===== src/rtl/lcgx_pkg.sv =====
// Shared types, constants and mixing schedule of the LCG keystream cipher.
// Used by the interfaces, the remainder unit and the top level.
`default_nettype none

package lcgx_pkg;

  localparam int unsigned DATA_W = 8;
  localparam int unsigned WORD_W = 32;
  localparam int unsigned MOD_W  = 31;
  localparam int unsigned IDX_W  = 3;
  localparam int unsigned STEP_W = 5;
  localparam int unsigned SHAMT_W = 5;
  localparam int unsigned POS_W  = 2;

  // configuration register indexes
  localparam logic [IDX_W-1:0] REG_MODE       = 3'd0;
  localparam logic [IDX_W-1:0] REG_SEED       = 3'd1;
  localparam logic [IDX_W-1:0] REG_MULTIPLIER = 3'd2;
  localparam logic [IDX_W-1:0] REG_INCREMENT  = 3'd3;
  localparam logic [IDX_W-1:0] REG_MODULUS    = 3'd4;

  localparam logic              MODE_V3 = 1'b0;
  localparam logic              MODE_V4 = 1'b1;

  localparam logic [WORD_W-1:0] SEED_RST  = 32'd2885;
  localparam logic [WORD_W-1:0] MULT_RST  = 32'd1103515245;
  localparam logic [WORD_W-1:0] INCR_RST  = 32'd12345;
  localparam logic [MOD_W-1:0]  MOD_RST   = 31'h7FFF_FFFF;

  // generator draws per mixing run
  localparam int unsigned V3_DRAWS = 26;
  localparam int unsigned V4_DRAWS = 8;

  typedef enum logic [1:0] {
    SH_NONE,
    SH_LEFT,
    SH_ASR
  } shift_e;

  // one step of the schedule: t = post(rep ? pre(v) : t ^ pre(v))
  typedef struct packed {
    logic               rep;
    shift_e             v_kind;
    logic [SHAMT_W-1:0] v_amt;
    shift_e             p_kind;
    logic [SHAMT_W-1:0] p_amt;
  } mix_op_t;

  typedef struct packed {
    logic              start;
    logic [WORD_W-1:0] dividend;
    logic [MOD_W-1:0]  divisor;
  } rem_req_t;

  typedef struct packed {
    logic             done;
    logic [MOD_W-1:0] rem;
  } rem_rsp_t;

  function automatic logic [WORD_W-1:0] shift_word(input logic [WORD_W-1:0] x,
                                                   input shift_e kind,
                                                   input logic [SHAMT_W-1:0] amt);
    logic [WORD_W-1:0] r;
    case (kind)
      SH_LEFT: r = x << amt;
      SH_ASR:  r = WORD_W'($signed(x) >>> amt);
      default: r = x;
    endcase
    return r;
  endfunction

  function automatic mix_op_t mk_op(input logic rep, input shift_e vk,
                                    input logic [SHAMT_W-1:0] va, input shift_e pk,
                                    input logic [SHAMT_W-1:0] pa);
    mix_op_t o;
    o.rep    = rep;
    o.v_kind = vk;
    o.v_amt  = va;
    o.p_kind = pk;
    o.p_amt  = pa;
    return o;
  endfunction

  // per-byte schedule, 26 draws
  function automatic mix_op_t v3_op(input logic [STEP_W-1:0] idx);
    mix_op_t o;
    case (idx)
      5'd0:    o = mk_op(1'b1, SH_NONE, 5'd0,  SH_NONE, 5'd0);
      5'd1:    o = mk_op(1'b0, SH_LEFT, 5'd18, SH_NONE, 5'd0);
      5'd2:    o = mk_op(1'b0, SH_LEFT, 5'd2,  SH_NONE, 5'd0);
      5'd3:    o = mk_op(1'b0, SH_NONE, 5'd0,  SH_NONE, 5'd0);
      5'd4:    o = mk_op(1'b1, SH_NONE, 5'd0,  SH_NONE, 5'd0);
      5'd5:    o = mk_op(1'b0, SH_NONE, 5'd0,  SH_LEFT, 5'd7);
      5'd6:    o = mk_op(1'b0, SH_NONE, 5'd0,  SH_ASR,  5'd3);
      5'd7:    o = mk_op(1'b0, SH_NONE, 5'd0,  SH_LEFT, 5'd8);
      5'd8:    o = mk_op(1'b0, SH_NONE, 5'd0,  SH_ASR,  5'd5);
      5'd9:    o = mk_op(1'b0, SH_NONE, 5'd0,  SH_LEFT, 5'd10);
      5'd10:   o = mk_op(1'b0, SH_NONE, 5'd0,  SH_ASR,  5'd2);
      5'd11:   o = mk_op(1'b0, SH_LEFT, 5'd18, SH_NONE, 5'd0);
      5'd12:   o = mk_op(1'b0, SH_LEFT, 5'd2,  SH_NONE, 5'd0);
      5'd13:   o = mk_op(1'b0, SH_NONE, 5'd0,  SH_NONE, 5'd0);
      5'd14:   o = mk_op(1'b0, SH_NONE, 5'd0,  SH_LEFT, 5'd12);
      5'd15:   o = mk_op(1'b0, SH_NONE, 5'd0,  SH_ASR,  5'd4);
      5'd16:   o = mk_op(1'b0, SH_NONE, 5'd0,  SH_LEFT, 5'd6);
      5'd17:   o = mk_op(1'b0, SH_NONE, 5'd0,  SH_ASR,  5'd8);
      5'd18:   o = mk_op(1'b0, SH_LEFT, 5'd18, SH_LEFT, 5'd9);
      5'd19:   o = mk_op(1'b0, SH_NONE, 5'd0,  SH_ASR,  5'd3);
      5'd20:   o = mk_op(1'b0, SH_NONE, 5'd0,  SH_LEFT, 5'd6);
      5'd21:   o = mk_op(1'b0, SH_NONE, 5'd0,  SH_ASR,  5'd8);
      5'd22:   o = mk_op(1'b0, SH_LEFT, 5'd18, SH_NONE, 5'd0);
      5'd23:   o = mk_op(1'b0, SH_LEFT, 5'd17, SH_NONE, 5'd0);
      5'd24:   o = mk_op(1'b0, SH_LEFT, 5'd17, SH_NONE, 5'd0);
      default: o = mk_op(1'b0, SH_NONE, 5'd0,  SH_NONE, 5'd0);
    endcase
    return o;
  endfunction

  // per-word schedule, 8 draws
  function automatic mix_op_t v4_op(input logic [2:0] idx);
    mix_op_t o;
    case (idx)
      3'd0:    o = mk_op(1'b1, SH_NONE, 5'd0,  SH_LEFT, 5'd9);
      3'd1:    o = mk_op(1'b0, SH_ASR,  5'd12, SH_LEFT, 5'd7);
      3'd2:    o = mk_op(1'b0, SH_ASR,  5'd3,  SH_LEFT, 5'd4);
      3'd3:    o = mk_op(1'b0, SH_ASR,  5'd8,  SH_LEFT, 5'd3);
      3'd4:    o = mk_op(1'b0, SH_ASR,  5'd6,  SH_LEFT, 5'd16);
      3'd5:    o = mk_op(1'b0, SH_ASR,  5'd12, SH_LEFT, 5'd5);
      3'd6:    o = mk_op(1'b0, SH_ASR,  5'd11, SH_LEFT, 5'd9);
      default: o = mk_op(1'b0, SH_ASR,  5'd7,  SH_NONE, 5'd0);
    endcase
    return o;
  endfunction

endpackage

`default_nettype wire


===== src/rtl/lcgx_if.sv =====
// Valid/ready channel interfaces for the cipher's input and result bytes.
// Depends on lcgx_pkg for the byte width.
`default_nettype none

interface lcgx_in_if;
  logic                          valid;
  logic                          ready;
  logic [lcgx_pkg::DATA_W-1:0]   data_byte;

  modport source (output valid, output data_byte, input ready);
  modport sink   (input valid, input data_byte, output ready);
endinterface

interface lcgx_out_if;
  logic                          valid;
  logic                          ready;
  logic [lcgx_pkg::DATA_W-1:0]   out_byte;

  modport source (output valid, output out_byte, input ready);
  modport sink   (input valid, input out_byte, output ready);
endinterface

`default_nettype wire


===== src/rtl/lcgx_rem.sv =====
// Bit-serial restoring remainder unit: unsigned dividend modulo a 31-bit divisor.
// One quotient bit per cycle; depends on lcgx_pkg.
`default_nettype none

module lcgx_rem (
  input  wire logic               clk_i,
  input  wire logic               rst_ni,
  input  wire lcgx_pkg::rem_req_t req_i,
  output lcgx_pkg::rem_rsp_t      rsp_o
);

  logic                          busy_q, busy_d;
  logic                          done_q, done_d;
  logic [lcgx_pkg::STEP_W-1:0]   cnt_q, cnt_d;
  logic [lcgx_pkg::WORD_W-1:0]   dvd_q, dvd_d;
  logic [lcgx_pkg::MOD_W-1:0]    rem_q, rem_d;
  logic [lcgx_pkg::WORD_W-1:0]   trial;
  logic [lcgx_pkg::WORD_W-1:0]   div_ext;

  assign trial   = {rem_q, dvd_q[lcgx_pkg::WORD_W-1]};
  assign div_ext = {1'b0, req_i.divisor};

  always_comb begin
    busy_d = busy_q;
    done_d = 1'b0;
    cnt_d  = cnt_q;
    dvd_d  = dvd_q;
    rem_d  = rem_q;
    if (req_i.start) begin
      busy_d = 1'b1;
      cnt_d  = '0;
      dvd_d  = req_i.dividend;
      rem_d  = '0;
    end else if (busy_q) begin
      // partial remainder stays below the divisor, so the top bit drops out
      if (trial >= div_ext) begin
        rem_d = lcgx_pkg::MOD_W'(trial - div_ext);
      end else begin
        rem_d = trial[lcgx_pkg::MOD_W-1:0];
      end
      dvd_d = dvd_q << 1;
      cnt_d = cnt_q + 1'b1;
      if (cnt_q == '1) begin
        busy_d = 1'b0;
        done_d = 1'b1;
      end
    end
  end

  always_ff @(posedge clk_i or negedge rst_ni) begin
    if (!rst_ni) begin
      busy_q <= 1'b0;
      done_q <= 1'b0;
      cnt_q  <= '0;
    end else begin
      busy_q <= busy_d;
      done_q <= done_d;
      cnt_q  <= cnt_d;
    end
  end

  always_ff @(posedge clk_i) begin
    dvd_q <= dvd_d;
    rem_q <= rem_d;
  end

  assign rsp_o.done = done_q;
  assign rsp_o.rem  = rem_q;

endmodule

`default_nettype wire


===== src/rtl/lcg_mixed_keystream_xor_cipher.sv =====
// XOR byte cipher keyed by a 32-bit LCG, r = (A*r + B) rem M with signed remainder.
// Each generator draw runs a 32x32 multiply-add, loads the bit-serial remainder unit,
// waits for the remainder and then mixes; with a zero modulus the remainder steps are
// skipped. Per-byte mode (mode 0) spends 26 draws per byte. Per-word mode (mode 1)
// spends 8 draws on every fourth byte and none on the other three. One item is in
// work at a time; the result register lets the next request in while a result waits.
// Depends on lcgx_pkg, lcgx_if and lcgx_rem.
`default_nettype none

module lcg_mixed_keystream_xor_cipher (
  input  wire logic                          clk_i,
  input  wire logic                          rst_ni,
  lcgx_in_if.sink                            data_i,
  lcgx_out_if.source                         result_o,
  input  wire logic                          cfg_we_i,
  input  wire logic [lcgx_pkg::IDX_W-1:0]    cfg_idx_i,
  input  wire logic [lcgx_pkg::WORD_W-1:0]   cfg_data_i
);

  localparam logic [2:0] S_IDLE = 3'd0;
  localparam logic [2:0] S_MUL  = 3'd1;
  localparam logic [2:0] S_LOAD = 3'd2;
  localparam logic [2:0] S_DIV  = 3'd3;
  localparam logic [2:0] S_MIX  = 3'd4;
  localparam logic [2:0] S_DONE = 3'd5;

  logic [2:0]                    state_q, state_d;
  logic                          mode_q;
  logic [lcgx_pkg::WORD_W-1:0]   mult_q, incr_q;
  logic [lcgx_pkg::MOD_W-1:0]    mod_q;
  logic [lcgx_pkg::WORD_W-1:0]   gen_q, key_q;
  logic [lcgx_pkg::POS_W-1:0]    pos_q;
  logic [lcgx_pkg::STEP_W-1:0]   step_q;
  logic [lcgx_pkg::WORD_W-1:0]   prod_q, acc_q;
  logic [lcgx_pkg::DATA_W-1:0]   data_q;
  logic                          out_valid_q;
  logic [lcgx_pkg::DATA_W-1:0]   out_byte_q;

  lcgx_pkg::rem_req_t            rem_req;
  lcgx_pkg::rem_rsp_t            rem_rsp;
  lcgx_pkg::mix_op_t             op;
  logic [lcgx_pkg::WORD_W-1:0]   draw, pre_v, mixed, acc_new;
  logic [lcgx_pkg::DATA_W-1:0]   ks_byte;
  logic                          in_take, out_load, last_draw;

  assign data_i.ready    = (state_q == S_IDLE);
  assign in_take         = data_i.valid && data_i.ready;
  assign result_o.valid  = out_valid_q;
  assign result_o.out_byte = out_byte_q;

  // remainder of |prod|; sign restored at mix time
  assign rem_req.start    = (state_q == S_LOAD);
  assign rem_req.dividend = prod_q[lcgx_pkg::WORD_W-1] ? (32'd0 - prod_q) : prod_q;
  assign rem_req.divisor  = mod_q;

  lcgx_rem u_rem (
    .clk_i  (clk_i),
    .rst_ni (rst_ni),
    .req_i  (rem_req),
    .rsp_o  (rem_rsp)
  );

  always_comb begin
    if (mod_q == '0) begin
      draw = prod_q;
    end else if (prod_q[lcgx_pkg::WORD_W-1]) begin
      draw = 32'd0 - {1'b0, rem_rsp.rem};
    end else begin
      draw = {1'b0, rem_rsp.rem};
    end
    op      = (mode_q == lcgx_pkg::MODE_V4) ? lcgx_pkg::v4_op(step_q[2:0])
                                            : lcgx_pkg::v3_op(step_q);
    pre_v   = lcgx_pkg::shift_word(draw, op.v_kind, op.v_amt);
    mixed   = op.rep ? pre_v : (acc_q ^ pre_v);
    acc_new = lcgx_pkg::shift_word(mixed, op.p_kind, op.p_amt);
    last_draw = (mode_q == lcgx_pkg::MODE_V4)
              ? (step_q == lcgx_pkg::STEP_W'(lcgx_pkg::V4_DRAWS - 1))
              : (step_q == lcgx_pkg::STEP_W'(lcgx_pkg::V3_DRAWS - 1));
  end

  // key word bytes go out most significant first
  always_comb begin
    if (mode_q == lcgx_pkg::MODE_V4) begin
      case (pos_q)
        2'd0:    ks_byte = key_q[31:24];
        2'd1:    ks_byte = key_q[23:16];
        2'd2:    ks_byte = key_q[15:8];
        default: ks_byte = key_q[7:0];
      endcase
    end else begin
      ks_byte = acc_q[lcgx_pkg::DATA_W-1:0];
    end
  end

  assign out_load = (state_q == S_DONE) && (!out_valid_q || result_o.ready);

  always_comb begin
    state_d = state_q;
    unique case (state_q)
      S_IDLE: begin
        if (in_take) begin
          if (mode_q == lcgx_pkg::MODE_V3 || pos_q == '0) begin
            state_d = S_MUL;
          end else begin
            state_d = S_DONE;
          end
        end
      end
      S_MUL:  state_d = (mod_q == '0) ? S_MIX : S_LOAD;
      S_LOAD: state_d = S_DIV;
      S_DIV: begin
        if (rem_rsp.done) begin
          state_d = S_MIX;
        end
      end
      S_MIX:  state_d = last_draw ? S_DONE : S_MUL;
      S_DONE: begin
        if (out_load) begin
          state_d = S_IDLE;
        end
      end
      default: state_d = S_IDLE;
    endcase
  end

  always_ff @(posedge clk_i or negedge rst_ni) begin
    if (!rst_ni) begin
      state_q     <= S_IDLE;
      mode_q      <= lcgx_pkg::MODE_V4;
      mult_q      <= lcgx_pkg::MULT_RST;
      incr_q      <= lcgx_pkg::INCR_RST;
      mod_q       <= lcgx_pkg::MOD_RST;
      gen_q       <= lcgx_pkg::SEED_RST;
      key_q       <= '0;
      pos_q       <= '0;
      step_q      <= '0;
      out_valid_q <= 1'b0;
    end else begin
      state_q <= state_d;

      if (in_take) begin
        step_q <= '0;
      end
      if (state_q == S_MIX) begin
        step_q <= step_q + 1'b1;
        if (last_draw && mode_q == lcgx_pkg::MODE_V4) begin
          // mixed word replaces the generator state
          gen_q <= acc_new;
          key_q <= acc_new;
        end else begin
          gen_q <= draw;
        end
      end

      if (out_load) begin
        out_valid_q <= 1'b1;
        if (mode_q == lcgx_pkg::MODE_V4) begin
          pos_q <= pos_q + 1'b1;
        end
      end else if (result_o.ready) begin
        out_valid_q <= 1'b0;
      end

      if (cfg_we_i) begin
        case (cfg_idx_i)
          lcgx_pkg::REG_MODE:       mode_q <= cfg_data_i[0];
          lcgx_pkg::REG_SEED: begin
            gen_q <= cfg_data_i;
            pos_q <= '0;
          end
          lcgx_pkg::REG_MULTIPLIER: mult_q <= cfg_data_i;
          lcgx_pkg::REG_INCREMENT:  incr_q <= cfg_data_i;
          lcgx_pkg::REG_MODULUS:    mod_q  <= cfg_data_i[lcgx_pkg::MOD_W-1:0];
          default: ;
        endcase
      end
    end
  end

  always_ff @(posedge clk_i) begin
    if (in_take) begin
      data_q <= data_i.data_byte;
    end
    if (state_q == S_MUL) begin
      prod_q <= lcgx_pkg::WORD_W'(mult_q * gen_q) + incr_q;
    end
    if (state_q == S_MIX) begin
      acc_q <= acc_new;
    end
    if (out_load) begin
      out_byte_q <= data_q ^ ks_byte;
    end
  end

endmodule

`default_nettype wire


===== src/flat_wrapper.sv =====
// flat-port wrapper written by rule: the top's interface ports become plain ports
module lcg_mixed_keystream_xor_cipher_flat 
  (clk_i, rst_ni, cfg_we_i, cfg_idx_i, cfg_data_i, data_i_valid, data_i_data_byte, data_i_ready, result_o_valid, result_o_out_byte, result_o_ready);
  lcgx_in_if data_i_i ();
  lcgx_out_if result_o_i ();
  input  wire logic clk_i;
  input  wire logic rst_ni;
  input  wire logic cfg_we_i;
  input  wire logic [lcgx_pkg::IDX_W-1:0] cfg_idx_i;
  input  wire logic [lcgx_pkg::WORD_W-1:0] cfg_data_i;
  input wire logic [$bits(data_i_i.valid)-1:0] data_i_valid;
  input wire logic [$bits(data_i_i.data_byte)-1:0] data_i_data_byte;
  output wire logic [$bits(data_i_i.ready)-1:0] data_i_ready;
  output wire logic [$bits(result_o_i.valid)-1:0] result_o_valid;
  output wire logic [$bits(result_o_i.out_byte)-1:0] result_o_out_byte;
  input wire logic [$bits(result_o_i.ready)-1:0] result_o_ready;
  assign data_i_i.valid = data_i_valid;
  assign data_i_i.data_byte = data_i_data_byte;
  assign data_i_ready = data_i_i.ready;
  assign result_o_valid = result_o_i.valid;
  assign result_o_out_byte = result_o_i.out_byte;
  assign result_o_i.ready = result_o_ready;
  lcg_mixed_keystream_xor_cipher u_core (.clk_i(clk_i), .rst_ni(rst_ni), .data_i(data_i_i), .result_o(result_o_i), .cfg_we_i(cfg_we_i), .cfg_idx_i(cfg_idx_i), .cfg_data_i(cfg_data_i));
endmodule

===== config.mk =====
export PLATFORM = sky130hd
export DESIGN_NAME = lcg_mixed_keystream_xor_cipher_flat
export DESIGN_NICKNAME = d
export VERILOG_FILES = /design/src/rtl/lcgx_pkg.sv /design/src/rtl/lcgx_if.sv /design/src/rtl/lcgx_rem.sv /design/src/rtl/lcg_mixed_keystream_xor_cipher.sv /design/src/flat_wrapper.sv
export SDC_FILE = /design/constraint.sdc
export NUM_CORES = 2
export LEC_CHECK = 0
export BUFFER_PORTS_ARGS = -buffer_cell sky130_fd_sc_hd__buf_2
export CORE_MARGIN = 5
export CORE_UTILIZATION = 60
export CTS_CLUSTER_DIAMETER = 60
export CTS_CLUSTER_SIZE = 25
export DETAILED_ROUTE_END_ITERATION = 12
export PLACE_DENSITY = 0.76
export SYNTH_ARGS = -nofsm -noshare
export SYNTH_HDL_FRONTEND = slang
export SYNTH_HIERARCHICAL = 1
export SYNTH_SLANG_ARGS = --single-unit

===== constraint.sdc =====
create_clock -name clk_i -period 12.38 [get_ports clk_i]
set_input_delay 3.095 -clock clk_i [delete_from_list [all_inputs] [get_ports clk_i]]
set_output_delay 3.095 -clock clk_i [all_outputs]
set_load 0.03 [all_outputs]

==> run_results.csv <==
group,metric,value,unit
finish,nets,5634,
logic_synthesis,yosys_warnings,6,
sta,relSlewSlack,0.0142,
floorplanning,die_area,79100,um^2
floorplanning,rows,99,
clock_network,cts_resized,0,
detailed_routing,drt-initial-drc-count,6029,
sta,tns,0,ps
clock_network,cts.sinks,321,
worst_setup_path,cp-end-kind,"flop",
logic_synthesis,yosysSeqAreaShare,0.193,
worst_setup_path,worst-path-max-fanout,40,
global_routing,grt_first_pass_wirelength,268000,um
placement,port_buffers,57,
clock_network,cts.clk_slew.worst_paths,90,ps
detailed_routing,first_pass_iters,9,
sta,setup_viol,0,
sta,hold_viol_final,0,
logic_synthesis,synth_top_area_cell,"fa_1",
clock_network,cts_buffers,35,
sta,fin_crit_sh,0.670,
logic_synthesis,synth_edf_count,112,
sta,maxSlewViolCount,0,
sta,worst_pin_slew,1440,ps
clock_network,postCtsHoldBufs,0,
clock_network,post_cts_buffers,0,
floorplanning,die_w,281,um
finish,syn2layout_area_growth,5.30,%
logic_synthesis,synth.cell_area,44100,um^2
logic_synthesis,synth_most_common_cell,"inv_1",
worst_setup_path,crit_start,"u_core/mode_q$_DFFE_PN1P_",
placement,gp_congestion,1.13,
detailed_routing,totalWireLength,183000,um
outcome,status,"finished, violations left",
logic_synthesis,synth_area_leaders,"fa_1 20%, edfxtp_1 7.6%, dfrtp_1 6.7%",
sta,max_freq,121,MHz
logic_synthesis,syn-mean-instance-area,8.64,um^2
worst_setup_path,critical_path_class,"flop to flop",
worst_setup_path,cp.arrival,8490,ps
logic_synthesis,synthCells,5104,
global_routing,grt_pass1_vias,41153,
logic_synthesis,synthTopCellsByCount,"584 x inv_1, 553 x nand2_1, 439 x fa_1",
detailed_routing,antenna_left,0,
worst_setup_path,r2r_slack,4090,ps
flow_run,drv_cap,1,
logic_synthesis,synthArstFlopShare,0.555,
floorplanning,core,73000,um^2
floorplanning,dieHeight,281,um
min_path,hold_depth,2,
detailed_routing,via_count,41879,
finish,drive_above_1_share,0.118,
sta,skew,38.8,ps
finish,final_area,46500,um^2
finish,fillCellCount,6178,
sta,fin_crit,8290,ps
worst_setup_path,crit_required,12580,ps
global_routing,grt_max_degree,79,
clock_network,tritoncts,"done",
placement,place_hpwl,137000,um
logic_synthesis,synth_flop_cell,"dfrtp_1",
worst_setup_path,rr_startpoint,"u_core/mode_q$_DFFE_PN1P_",
global_routing,grtUsageTotal,0.454,
clock_network,cts.path.max_buffers,3,
min_path,min-delay-start,"u_core/key_q[30]$_DFFE_PN0P_",
worst_setup_path,worstRegToRegCells,15,
global_routing,antenna_found_initial,19,
logic_synthesis,yosysUniqueCellTypes,122,
logic_synthesis,syn-num-nets,5762,
min_path,hold_class,"flop to flop",
floorplanning,initial_core_util,0.605,
floorplanning,io_pins,58,
worst_setup_path,start_kind,"flop",
clock_network,cts-root-buf,"clkbuf_16",
min_path,min_to,"u_core/key_q[30]$_DFFE_PN0P_",
placement,placed_cell_area,45200,um^2
clock_network,clock_latency,600,ps
logic_synthesis,ys_ff_latch,321,
sta,rsz0062_at_grt,"false",
detailed_routing,via_per_inst,7.01,
clock_network,htree_levels,2,
outcome,violations,"capacitance limit",
detailed_routing,wire_per_inst,30.6,um
worst_setup_path,reg2reg_to,"u_core/acc_q[25]$_DFFE_PP_",
detailed_routing,drc,0,
global_routing,grt-ovfl-total,0,
logic_synthesis,synth_top_area_share,0.199,
-- how the worst max path moves through the flow --
| stage | end | slack (ps) | cells past startpoint |
|---|---|---|---|
| floorplan | u_core/prod_q[29]$_DFFE_PN_ | 5280 | 26 |
| global placement | u_core/prod_q[30]$_DFFE_PN_ | 4590 | 24 |
| detailed placement | u_core/prod_q[30]$_DFFE_PN_ | 4520 | 24 |
| CTS | u_core/prod_q[30]$_DFFE_PN_ | 4520 | 24 |
| global route | u_core/prod_q[30]$_DFFE_PN_ | 4020 | 24 |
| finish | u_core/acc_q[25]$_DFFE_PP_ | 4090 | 15 |
-- placed cells by master, fill, tap and decap left out, types with 50 or more instances in the layout --
| master | instances |
|---|---|
| xnor2_1 | 140 |
| ha_1 | 171 |
| xor2_1 | 52 |
| inv_1 | 584 |
| o21ai_0 | 170 |
| and2_1 | 330 |
| nand3_1 | 84 |
| a211oi_1 | 64 |
| fa_1 | 439 |
| nor2_1 | 296 |
| mux2i_1 | 81 |
| o211ai_1 | 53 |
| edfxtp_1 | 112 |
| buf_4 | 101 |
| a21oi_1 | 212 |
| nor3_1 | 131 |
| o22ai_1 | 50 |
| nand2_1 | 551 |
| dfrtp_1 | 118 |
| dfstp_2 | 59 |
| buf_2 | 56 |
| mux2_2 | 185 |
-- layer usage --
| layer | vias to the layer above | GRT usage | share of wire |
|---|---|---|---|
| li1 | 17462 | - | - |
| met1 | 20525 | 0.595 | 0.37 |
| met2 | 3109 | 0.636 | 0.40 |
| met3 | 763 | 0.191 | 0.15 |
| met4 | 20 | 0.251 | 0.074 |
| met5 | - | 0 | 0.00077 |
-- flip-flops by register name, indices dropped and copies added (netlist names), 32 cells and up --
register / cells
u_core/gen_q: 32
u_core/acc_q: 32
u_core/key_q: 32
u_core/u_rem/dvd_q: 32
u_core/prod_q: 32
u_core/mult_q: 32
u_core/incr_q: 32
-- area by class of cell --
| type | instances | area [um^2] | area share |
|---|---|---|---|
| Antenna cell | 11 | 27.5 | 0.000593 |
| Timing Repair Buffer | 158 | 1050 | 0.0227 |
| Clock buffer | 38 | 908 | 0.0196 |
| Multi-Input combinational cell | 3872 | 32200 | 0.693 |
| Sequential cell | 321 | 8510 | 0.183 |
| Clock inverter | 26 | 332 | 0.00714 |
| Inverter | 588 | 2210 | 0.0476 |
| Tap cell | 959 | 1200 | 0.0258 |
-- critical path, cell delays in order (launching register included) --
cell       delay [ps]
dfstp_2           510
buf_4             520
inv_1             350
or4_1             850
a22oi_1           620
nor4b_1           800
a211oi_1          270
o21ai_0           280
a41oi_1           240
a211oi_2          500
or4_1             200
o211ai_1          120
a2111oi_0        1200
or2_2             310
o21ai_0            90
a41oi_1          1040
-- cells by family after synthesis --
family                   share of synthesized area
AND/OR/NAND/NOR                              0.186
AO/OA/AOI/OAI                                0.187
buffers and inverters                       0.0801
adder cells (fa/ha/maj)                      0.248
flip-flops                                   0.193
multiplexers                                0.0676
XOR/XNOR                                    0.0392
-- per-stage QoR --
step                hold slack, ps   util  instances  setup slack, ps
floorplan                      450      -       5104             5280
global placement               466  0.619       5898             4590
detailed placement             473  0.619       5898             4520
CTS                            491  0.636       5962             4520
global route                   512  0.636       5962             4020
finish                         492  0.637       5973             4090
Power is left out: the tool's default activity adds up to more than one toggle a clock period on the data nets, which glitch-free logic cannot reach.
